===== src/rtl/htc_pkg.sv =====
// Package with shared constants, types and arithmetic helpers for the transform chain.
package htc_pkg;

   localparam int FRAC_BITS_DEF = 16;
   localparam int TRIG_ITERS_DEF = 16;
   localparam int TRIG_TABLE_LEN = 24;
   localparam int QUEUE_DEPTH = 2;

   localparam logic signed [35:0] TRIG_GAIN = 36'sd652032874;
   localparam logic signed [35:0] PI_Q30 = 36'sd3373259426;
   localparam logic signed [35:0] HALF_PI_Q30 = 36'sd1686629713;

   localparam logic [1:0] AXIS_X = 2'd0;
   localparam logic [1:0] AXIS_Y = 2'd1;
   localparam logic [1:0] AXIS_Z = 2'd2;
   // The spare axis code gives a pure translation.
   localparam logic [1:0] AXIS_UNUSED = 2'd3;

   // One queued transaction from the front part: the elementary transform.
   typedef struct packed {
      logic signed [31:0] sin_v;
      logic signed [31:0] cos_v;
      logic [1:0] axis;
      logic signed [31:0] tx;
      logic signed [31:0] ty;
      logic signed [31:0] tz;
      logic start;
   } elem_type;

   function automatic logic signed [35:0] atan_entry(input logic [4:0] idx);
      logic signed [35:0] r;
      case (idx)
         5'd0: r = 36'sh03243F6A8;
         5'd1: r = 36'sh01DAC6705;
         5'd2: r = 36'sh00FADBAFC;
         5'd3: r = 36'sh007F56EA6;
         5'd4: r = 36'sh003FEAB76;
         5'd5: r = 36'sh001FFD55B;
         5'd6: r = 36'sh000FFFAAA;
         5'd7: r = 36'sh0007FFF55;
         5'd8: r = 36'sh0003FFFEA;
         5'd9: r = 36'sh0001FFFFD;
         5'd10: r = 36'sh0000FFFFF;
         5'd11: r = 36'sh00007FFFF;
         5'd12: r = 36'sh00003FFFF;
         5'd13: r = 36'sh00001FFFF;
         5'd14: r = 36'sh00000FFFF;
         5'd15: r = 36'sh000007FFF;
         5'd16: r = 36'sh000003FFF;
         5'd17: r = 36'sh000001FFF;
         5'd18: r = 36'sh000000FFF;
         5'd19: r = 36'sh0000007FF;
         5'd20: r = 36'sh0000003FF;
         5'd21: r = 36'sh0000001FF;
         5'd22: r = 36'sh0000000FF;
         5'd23: r = 36'sh00000007F;
         default: r = '0;
      endcase
      return r;
   endfunction

   function automatic logic signed [31:0] sat32(input logic signed [65:0] v);
      logic signed [31:0] r;
      if (v > 66'sd2147483647) r = 32'sh7FFFFFFF;
      else if (v < -66'sd2147483648) r = 32'sh80000000;
      else r = v[31:0];
      return r;
   endfunction

endpackage


===== src/rtl/htc_queue.sv =====
// Short queue between the front and back parts.
module htc_queue
   import htc_pkg::*;
(
   input  logic clock,
   input  logic reset,
   input  logic in_valid,
   output logic in_ready,
   input  elem_type in_data,
   output logic out_valid,
   input  logic out_ready,
   output elem_type out_data
);
   elem_type mem_ff [QUEUE_DEPTH];
   logic [0:0] wp_ff, rp_ff;
   logic [1:0] cnt_ff;
   logic push, pop;

   assign in_ready = (cnt_ff != 2'(QUEUE_DEPTH));
   assign out_valid = (cnt_ff != 2'd0);
   assign out_data = mem_ff[rp_ff];
   assign push = in_valid && in_ready;
   assign pop = out_valid && out_ready;

   always_ff @(posedge clock) begin
      if (reset) begin
         wp_ff <= '0;
         rp_ff <= '0;
         cnt_ff <= '0;
      end else begin
         if (push) wp_ff <= wp_ff + 1'b1;
         if (pop) rp_ff <= rp_ff + 1'b1;
         cnt_ff <= cnt_ff + 2'(push) - 2'(pop);
      end
      if (push) mem_ff[wp_ff] <= in_data;
   end

   a_no_over: assert property (@(posedge clock) disable iff (reset)
      cnt_ff <= 2'(QUEUE_DEPTH)) else $error("queue overflow");
   a_pop_dec: assert property (@(posedge clock) disable iff (reset)
      pop && !push |=> cnt_ff == $past(cnt_ff) - 2'd1) else $error("queue count");
   a_push_inc: assert property (@(posedge clock) disable iff (reset)
      push && !pop |=> cnt_ff == $past(cnt_ff) + 2'd1) else $error("queue count");
endmodule


===== config.mk =====
export PLATFORM = sky130hd
export DESIGN_NAME = htc_queue
export DESIGN_NICKNAME = d
export VERILOG_FILES = /design/src/rtl/htc_pkg.sv /design/src/rtl/htc_queue.sv
export SDC_FILE = /design/constraint.sdc
export NUM_CORES = 1
export LEC_CHECK = 0
export BUFFER_PORTS_ARGS = -buffer_cell sky130_fd_sc_hd__buf_2
export CORE_MARGIN = 2
export CORE_UTILIZATION = 47
export CTS_CLUSTER_DIAMETER = 120
export DETAILED_ROUTE_END_ITERATION = 6
export GPL_ROUTABILITY_DRIVEN = 0
export GPL_TIMING_DRIVEN = 0
export PLACE_DENSITY_LB_ADDON = 0.15
export SKIP_CTS_REPAIR_TIMING = 1
export SYNTH_ARGS = -nofsm -noshare
export SYNTH_HDL_FRONTEND = slang
export SYNTH_SLANG_ARGS = --single-unit

===== constraint.sdc =====
create_clock -name clock -period 5.3 [get_ports clock]
set_clock_uncertainty 0.05 [all_clocks]
set_input_delay 0.53 -clock clock [delete_from_list [all_inputs] [get_ports clock]]
set_output_delay 0.53 -clock clock [all_outputs]
set_load 0.02 [all_outputs]

# Word level (Yosys, flattened, before mapping)
# Memories as Yosys holds them, arrays and structs flattened. A register that Yosys moved wholly into a read port is not among the register bits.
# Cells that the tools add are included.
[totals]
reg_bits = 4
ram_bits = 326
input_bits = 167
out_inout_bits = 165
word_cells = 16
n_memories = 1
[op_classes]
addsub = 4
eq_ne = 1
n_mux = 4
reduce_logical = 3
[mem_list]
columns = ["name", "depth", "word_bits", "read_ports", "rd_ports_with_merged_regs", "wr", "line", "text"]
rows = [
  ["mem_ff", 2, 163, 1, 1, 1, "htc_queue.sv:14", "elem_type mem_ff [QUEUE_DEPTH];"],
]
[ops]
columns = ["cell", "n"]
rows = [
  ["1-bit 2-to-1 mux", 4],
  ["1-bit adder (second input constant)", 2],
  ["2-bit by 1-bit adder with 2-bit output", 1],
  ["1-bit logical AND", 2],
  ["2-bit != test (second input constant)", 1],
  ["2-bit nonzero test", 1],
  ["2-bit by 1-bit subtractor with 2-bit output", 1],
]

# Depth between registers and ports, before layout
# Gate-level depths: netlist (run 1).
[depth]
depth_word = 4
depth_mapped = 6
depth_no_buf = 6

# Worst setup path after synthesis (run 1)
# OpenSTA, ideal clock, no wires.
[synth_timing]
path_type = "reg-to-reg"
startpoint = "register cnt_ff[0]"
endpoint = "memory mem_ff[1][0] (netlist bit), enable pin"
setup_ns = 0.544
arrival_ns = 4.526
required_ns = 4.706
path_slack_ns = 0.180
stages_incl_launch_ff = 3
path_buffers = 0
synth_period_minus_slack_ns = 5.120
path_cell_list = "dfxtp_1 nand2b_1 and3_1"
[synth_via]
elab_chain_len = 4
[synth_rtl]
columns = ["element", "line", "text"]
rows = [
  ["start, declared", "htc_queue.sv:16", "logic [1:0] cnt_ff;"],
  ["start signal, assigned", "htc_queue.sv:33", "cnt_ff <= cnt_ff + 2'(push) - 2'(pop);"],
  ["2-bit != test", "htc_queue.sv:19", "assign in_ready = (cnt_ff != 2'(QUEUE_DEPTH));"],
  ["net in_ready", "htc_queue.sv:8", "output logic in_ready,"],
  ["1-bit logical AND", "htc_queue.sv:22", "assign push = in_valid && in_ready;"],
  ["1-bit 2-to-1 mux", "htc_queue.sv:35", "if (push) mem_ff[wp_ff] <= in_data;"],
  ["1-bit 2-to-1 mux (not written as such)", "htc_queue.sv:35", ""],
  ["end, declared", "htc_queue.sv:14", ""],
]
# The timed path passes the listed nets, and every way through them passes these cells.

==> metrics.md, run 1 <==
| Metric | Value |
|---|---|
| Cell Pwr Density | `468.7 mW/mm2` |
| Mapped Cells | `approximately 540` |
| Asr flop ratio synth | `0%` |
| Worst Hold Depth | `1` |
| Period utilization | `a little under half` |
| P_leak | `a little under 6 nW` |
| Area of the core | `between 0.02 and 0.03 mm2` |
| Clock buffer count from CTS | `35` |
| Largest net degree at the start of global routing | `between 80 and 90` |
| Multi-input gate area | `roughly 0.0023 mm2` |
| MaxCap Viol Count | `0` |
| Layout net count | `1075` |
| Final core utilization | `between 60% and 70%` |
| Syn Area/Cell | `between 20 and 25 um2` |
| Clk_lat worst skew | `roughly 0.50 ns` |
| Pre-CTS setup slack | `about 2.9 ns` |
| Library cells used by synthesis | `23` |
| Final TNS setup | `0 ns` |
| Final wirelength | `23910 um` |
| Io pins | `roughly 330` |
| Post-synth EDFFs | `between 300 and 400` |
| Overflow after GRT | `0` |
| HPWL reported at the end of detailed placement | `between 15000 and 20000 um` |
| Crit end category | `primary output` |
| CP startpoint kind | `flop` |
| Slew margin rel. | `about 59%` |
| Synthesized cell area | `0.01229 mm2` |
| Peak Freq | `between 400 and 500 MHz` |
| Drt first pass iters | `4` |
| Clock root cell | `clkbuf_16` |
| Vias in the first global route | `slightly below 7000` |
| Max clock buf depth | `3` |
| Die H | `about 170 um` |
| Clock transition at the registers of the reported paths | `0.06 ns` |
| Max FO, Critical Path | `10` |
| GRT Overall Usage | `~17%` |
| H-tree levels | `2` |
| Max IR drop VDD | `roughly 0.35 mV` |
| Commonest non-fill, non-tap cell in the layout | `buf_2` |
| CP Data Required Time | `between 4 and 5 ns` |
| Wire length per cell | `roughly 19 um` |
| DR iter-0 viols | `403` |
| Ys Warns | `0` |
| DR DRC count | `0` |
| Non-filler cells, final | `1268` |
| Initial antenna violation count | `5` |
| Row count | `59` |
| Initial Util | `47.57%` |
| Final setup fails | `0` |
| Outcome | `completed` |
| Leading cell types in the layout, fill and taps excluded | `340 x buf_2, 326 x edfxtp_1, 93 x mux2_2` |
| Port-buffer cells | `331` |
| Vias/cell | `slightly below 5` |
| Filler Cell Count | `a little under 2000` |
| Setup CP Type | `reg2out` |
| Area added between synthesis and finish | `26.54%` |
| Reg2Reg Depth | `4` |
| Die area | `between 0.02 and 0.03 mm2` |
| Vias post-DR | `6243` |
| Unrepaired setup endpoints after global routing | `false` |
| Fraction of layout cells with a size suffix above 1 | `60.79%` |
| Reg area | `approximately 0.0099 mm2` |
| Main flop type after synthesis | `edfxtp_1` |
| Die width | `around 170 um` |
| Clock sinks | `approximately 330` |
| Register area share after synthesis | `around 80%` |
| First-pass GRT wire length | `~37000 um` |
| Hold_ws | `0.1635 ns` |
| CTS tree | `done` |
| ANT nets after route | `0` |
| Cell count after placement | `about 1200` |
| Synthesis-stage register bit count | `331` |
| Hold Crit Class | `in2reg` |
| Final Hold Fails | `0` |
| Syn_nets | `between 700 and 800` |
| Slew @ Worst Pin | `~0.62 ns` |
| CP arrival | `around 1.9 ns` |
| Final Slew Violations | `0` |
| Final WS setup | `between 2 and 3 ns` |
| Final Critical Period | `roughly 2.5 ns` |
==> critical path: stages, from the launching register on <==
cell     delay, ns
dfxtp_1       0.32
buf_6         0.16
buf_6         0.21
buf_6         0.20
mux2_4        0.31
buf_2         0.17
==> routing by layer <==
| layer | GRT usage, % | vias to the layer above | routed length (um) |
|---|---|---|---|
| met4 | 5.520 | 6 | 537 |
| li1 | - | 2898 | - |
| met5 | 0 | - | 34 |
| met3 | 6.882 | 44 | 2359 |
| met1 | 18.87 | 3042 | 8711 |
| met2 | 30.36 | 253 | 12270 |
==> cells in the mapped netlist (2+ instances only) <==
cell type / count / area [um2]
o21ai_0: 2 / 10.01
edfxtp_1: 326 / 9789
nor2_1: 5 / 18.77
mux2_2: 93 / 1047
buf_6: 9 / 101.4
buf_2: 9 / 45.04
dfxtp_1: 5 / 100.1
nor2b_1: 3 / 18.77
mux2_4: 70 / 1051
==> cell families after synthesis <==
group / after synthesis / synth area share [%]
compound gates: 7 / 0.4174
xor+xnor: 1 / 0.07127
fa+ha+maj: 1 / 0.1018
buf+inv: 19 / 1.222
flops: 331 / 80.46
mux: 164 / 17.16
simple gates: 13 / 0.5600
==> per-stage QoR <==
| step | cell area (um2) | power [mW] |
|---|---|---|
| 5_1_grt | 15550 | 7.586 |
| 2_1_floorplan | 12290 | 4.553 |
| 6_report | 15550 | 7.290 |
| 4_1_cts | 15550 | 7.385 |
| 3_3_place_gp | 14370 | 5.094 |
| 3_5_place_dp | 14460 | 5.088 |
==> final cells by class <==
cell class,count,area share (%)
sequential,331,63.59
multi-input combinational,186,14.51
timing repair buffer,334,11.18
clock buffer,45,6.146
tap,335,2.695
buffer,18,0.9413
clock inverter,16,0.8367
inverter,1,0.07241
antenna,2,0.03218
==> path summary, 6_finish.rpt <==
check	start	endpoint	slack [ns]
hold reg to reg	rp_ff$_SDFFE_PP0P_	rp_ff$_SDFFE_PP0P_	0.45
setup / recovery	flop	out_data[130]	2.83
setup reg to reg	cnt_ff[0]$_SDFF_PP0_	mem_ff[0][92]$_DFFE_PP_	2.90
hold / removal	in_data[29]	mem_ff[1][29]$_DFFE_PP_	0.16
==> flip-flops by register name (all words and copies together), names as in the netlist, named ones only <==
signal / count
cnt_ff: 2
mem_ff: 326
rp_ff: 1
wp_ff: 1
==> report_power, final <==
group	internal [mW]	switching, mW
registers	3.18	0.0637
clock network	1.37	0.913
logic	0.751	1.01
No activity file was read; power rests on OpenSTA's default activity.
==> run 2: changes to the inputs <==
--- a/config.mk
+++ b/config.mk
@@ -7,7 +7,7 @@
 export LEC_CHECK = 0
 export BUFFER_PORTS_ARGS = -buffer_cell sky130_fd_sc_hd__buf_2
 export CORE_MARGIN = 2
-export CORE_UTILIZATION = 47
+export CORE_UTILIZATION = 52
 export CTS_CLUSTER_DIAMETER = 120
 export DETAILED_ROUTE_END_ITERATION = 6
 export GPL_ROUTABILITY_DRIVEN = 0
==> constraint.sdc (replaced) <==
create_clock -name clock -period 2.4 [get_ports clock]
set_clock_uncertainty 0.05 [all_clocks]
set_input_delay 0.24 -clock clock [delete_from_list [all_inputs] [get_ports clock]]
set_output_delay 0.24 -clock clock [all_outputs]
set_load 0.02 [all_outputs]
==> run 2 against run 1 <==
  * Via count grew 12%
  * Routed wire length grew 12%
  * Setup slack lost 2.7 ns
  * Combinational power rose by 140%
  * Die area fell by 9.4%
  * First-iteration DRC count grew 0.25%
  * Critical path depth stayed put
  * Final area is 11% higher
  * Clock power increased by 130%
  * Hold slack worse by 0.067 ns
  * Final cell count increased by 12%
  * Highest routed layer is now met4
==> metrics.md, run 2 (synthesis gave the netlist of run 1 again) <==
| Metric | Value |
|---|---|
| CP Data Required Time | `between 2 and 3 ns` |
| CP arrival | `roughly 2.5 ns` |
| Vias post-DR | `6991` |
| Slew margin rel. | `53.06%` |
| Clock sinks | `about 330` |
| Final Slew Violations | `0` |
| H-tree levels | `2` |
| Outcome | `completed` |
| ANT nets after route | `0` |
| Row count | `56` |
| Final setup fails | `0` |
| Io pins | `roughly 330` |
| Clock root cell | `clkbuf_16` |
| Area added between synthesis and finish | `40.52%` |
| Initial antenna violation count | `1` |
| HPWL reported at the end of detailed placement | `~17000 um` |
| Final TNS setup | `0 ns` |
| CP startpoint kind | `flop` |
| Initial Util | `52.68%` |
| DR DRC count | `0` |
| Vias in the first global route | `between 6000 and 7000` |
| Area of the core | `between 0.02 and 0.025 mm2` |
| Port-buffer cells | `~330` |
| GRT Overall Usage | `approximately 18%` |
| Final Critical Period | `about 2.3 ns` |
| Final wirelength | `26730 um` |
| Most flops, register | `mem_ff` |
| P_leak | `6.695 nW` |
| Largest net degree at the start of global routing | `71` |
| Slew @ Worst Pin | `around 0.70 ns` |
| Die area | `~0.025 mm2` |
| Max IR drop VDD | `around 0.8 mV` |
| Final core utilization | `between 70% and 80%` |
| Clock transition at the registers of the reported paths | `approximately 0.060 ns` |
| Setup CP Type | `reg2reg` |
| Commonest non-fill, non-tap cell in the layout | `buf_2` |
| Die width | `157.7 um` |
| Overflow after GRT | `0` |
| Fraction of layout cells with a size suffix above 1 | `a little over half` |
| Die H | `157.7 um` |
| Crit end category | `flop` |
| MaxCap Viol Count | `0` |
| Vias/cell | `about 4.9` |
| Max clock buf depth | `3` |
| Leading cell types in the layout, fill and taps excluded | `340 x buf_2, 326 x edfxtp_1, 164 x dlygate4sd3_1` |
| Max FO, Critical Path | `between 40 and 50` |
| Final Hold Fails | `0` |
| Largest register FFs | `around 330` |
| Period utilization | `between 90% and 100%` |
| Drt first pass iters | `4` |
| CTS tree | `done` |
| Peak Freq | `441.7 MHz` |
| Clk_lat worst skew | `0.50 ns` |
| Filler Cell Count | `1391` |
| Layout net count | `between 1000 and 1500` |
| DR iter-0 viols | `404` |
| Cell Pwr Density | `~960 mW/mm2` |
| Unrepaired setup endpoints after global routing | `true` |
| Biggest regs | `mem_ff x326, cnt_ff x2` |
| Clock buffer count from CTS | `34` |
| First-pass GRT wire length | `between 30000 and 40000 um` |
| Hold Crit Class | `in2reg` |
| Wire length per cell | `roughly 19 um` |
==> run 2: cell count changes in the layout (fill, tap and decap cells not counted), sizes merged <==
cell	change
and3	+1
diode	-1
clkinvlp	-1
clkbuf	-3
bufinv	+2
buf	+3
dlygate4sd3	+164
inv	-1
==> run 2: routing by layer <==
metal	vias to the layer above	share of wire (%)	global-route usage (%)
met5	-	0	0
met4	0	2.2	6.537
met3	50	7.5	6.926
met2	266	53	32.55
met1	3456	37	20.05
li1	3219	-	-
==> run 2: layout make-up <==
type / instances / area, um2 / share of cell area [%]
multi-input cells: 187 / 2271 / 13.15
plain buffers: 18 / 146.4 / 0.8476
clock buffers: 42 / 944.7 / 5.470
well taps: 319 / 399.1 / 2.311
clock inverters: 16 / 173.9 / 1.007
repair buffers: 501 / 3433 / 19.88
diodes: 1 / 2.502 / 0.01449
inverters: 1 / 7.507 / 0.04347
flip-flops and latches: 331 / 9892 / 57.28
==> run 2: final timing paths <==
path	depth (start not counted)	endpoint	start	slack, ns
hold / removal	3	wp_ff$_SDFFE_PP0P_	in_valid	0.1
hold reg to reg	2	rp_ff$_SDFFE_PP0P_	rp_ff$_SDFFE_PP0P_	0.46
setup reg to reg	5	mem_ff[0][104]$_DFFE_PP_	cnt_ff[0]$_SDFF_PP0_	0.14
setup / recovery	5	mem_ff[0][104]$_DFFE_PP_	cnt_ff[0]$_SDFF_PP0_	0.14
==> run 2: stage by stage <==
stage	area, um2	total power, mW	std cells	hold slack, ns	setup slack (ns)
finish	17270	16.61	1416	0.09650	0.1361
global route	17270	17.25	1416	0.1135	-0.007904
CTS	15620	16.51	1250	-0.1466	-0.00002642
detailed placement	14500	11.27	1192	0.3807	0.01607
global placement	14360	11.17	1186	0.3774	-2.274
floorplan	12310	10.02	536	0.2542	-1.132
==> run 2: power breakdown <==
| part | total, mW | internal (mW) | switching (mW) |
|---|---|---|---|
| Combinational | 4.19 | 1.87 | 2.32 |
| Clock | 5.24 | 3.21 | 2.03 |
| Sequential | 7.19 | 7.03 | 0.155 |
| Total | 16.6 | 12.1 | 4.50 |
==> run 2: worst max-delay path, stage by stage (launching register included) <==
cell and delay [ns]:
dfxtp_2 0.36, nand2b_4 0.16, nand3b_1 0.15, clkinvlp_4 0.60, buf_12 0.44, buf_12 0.21
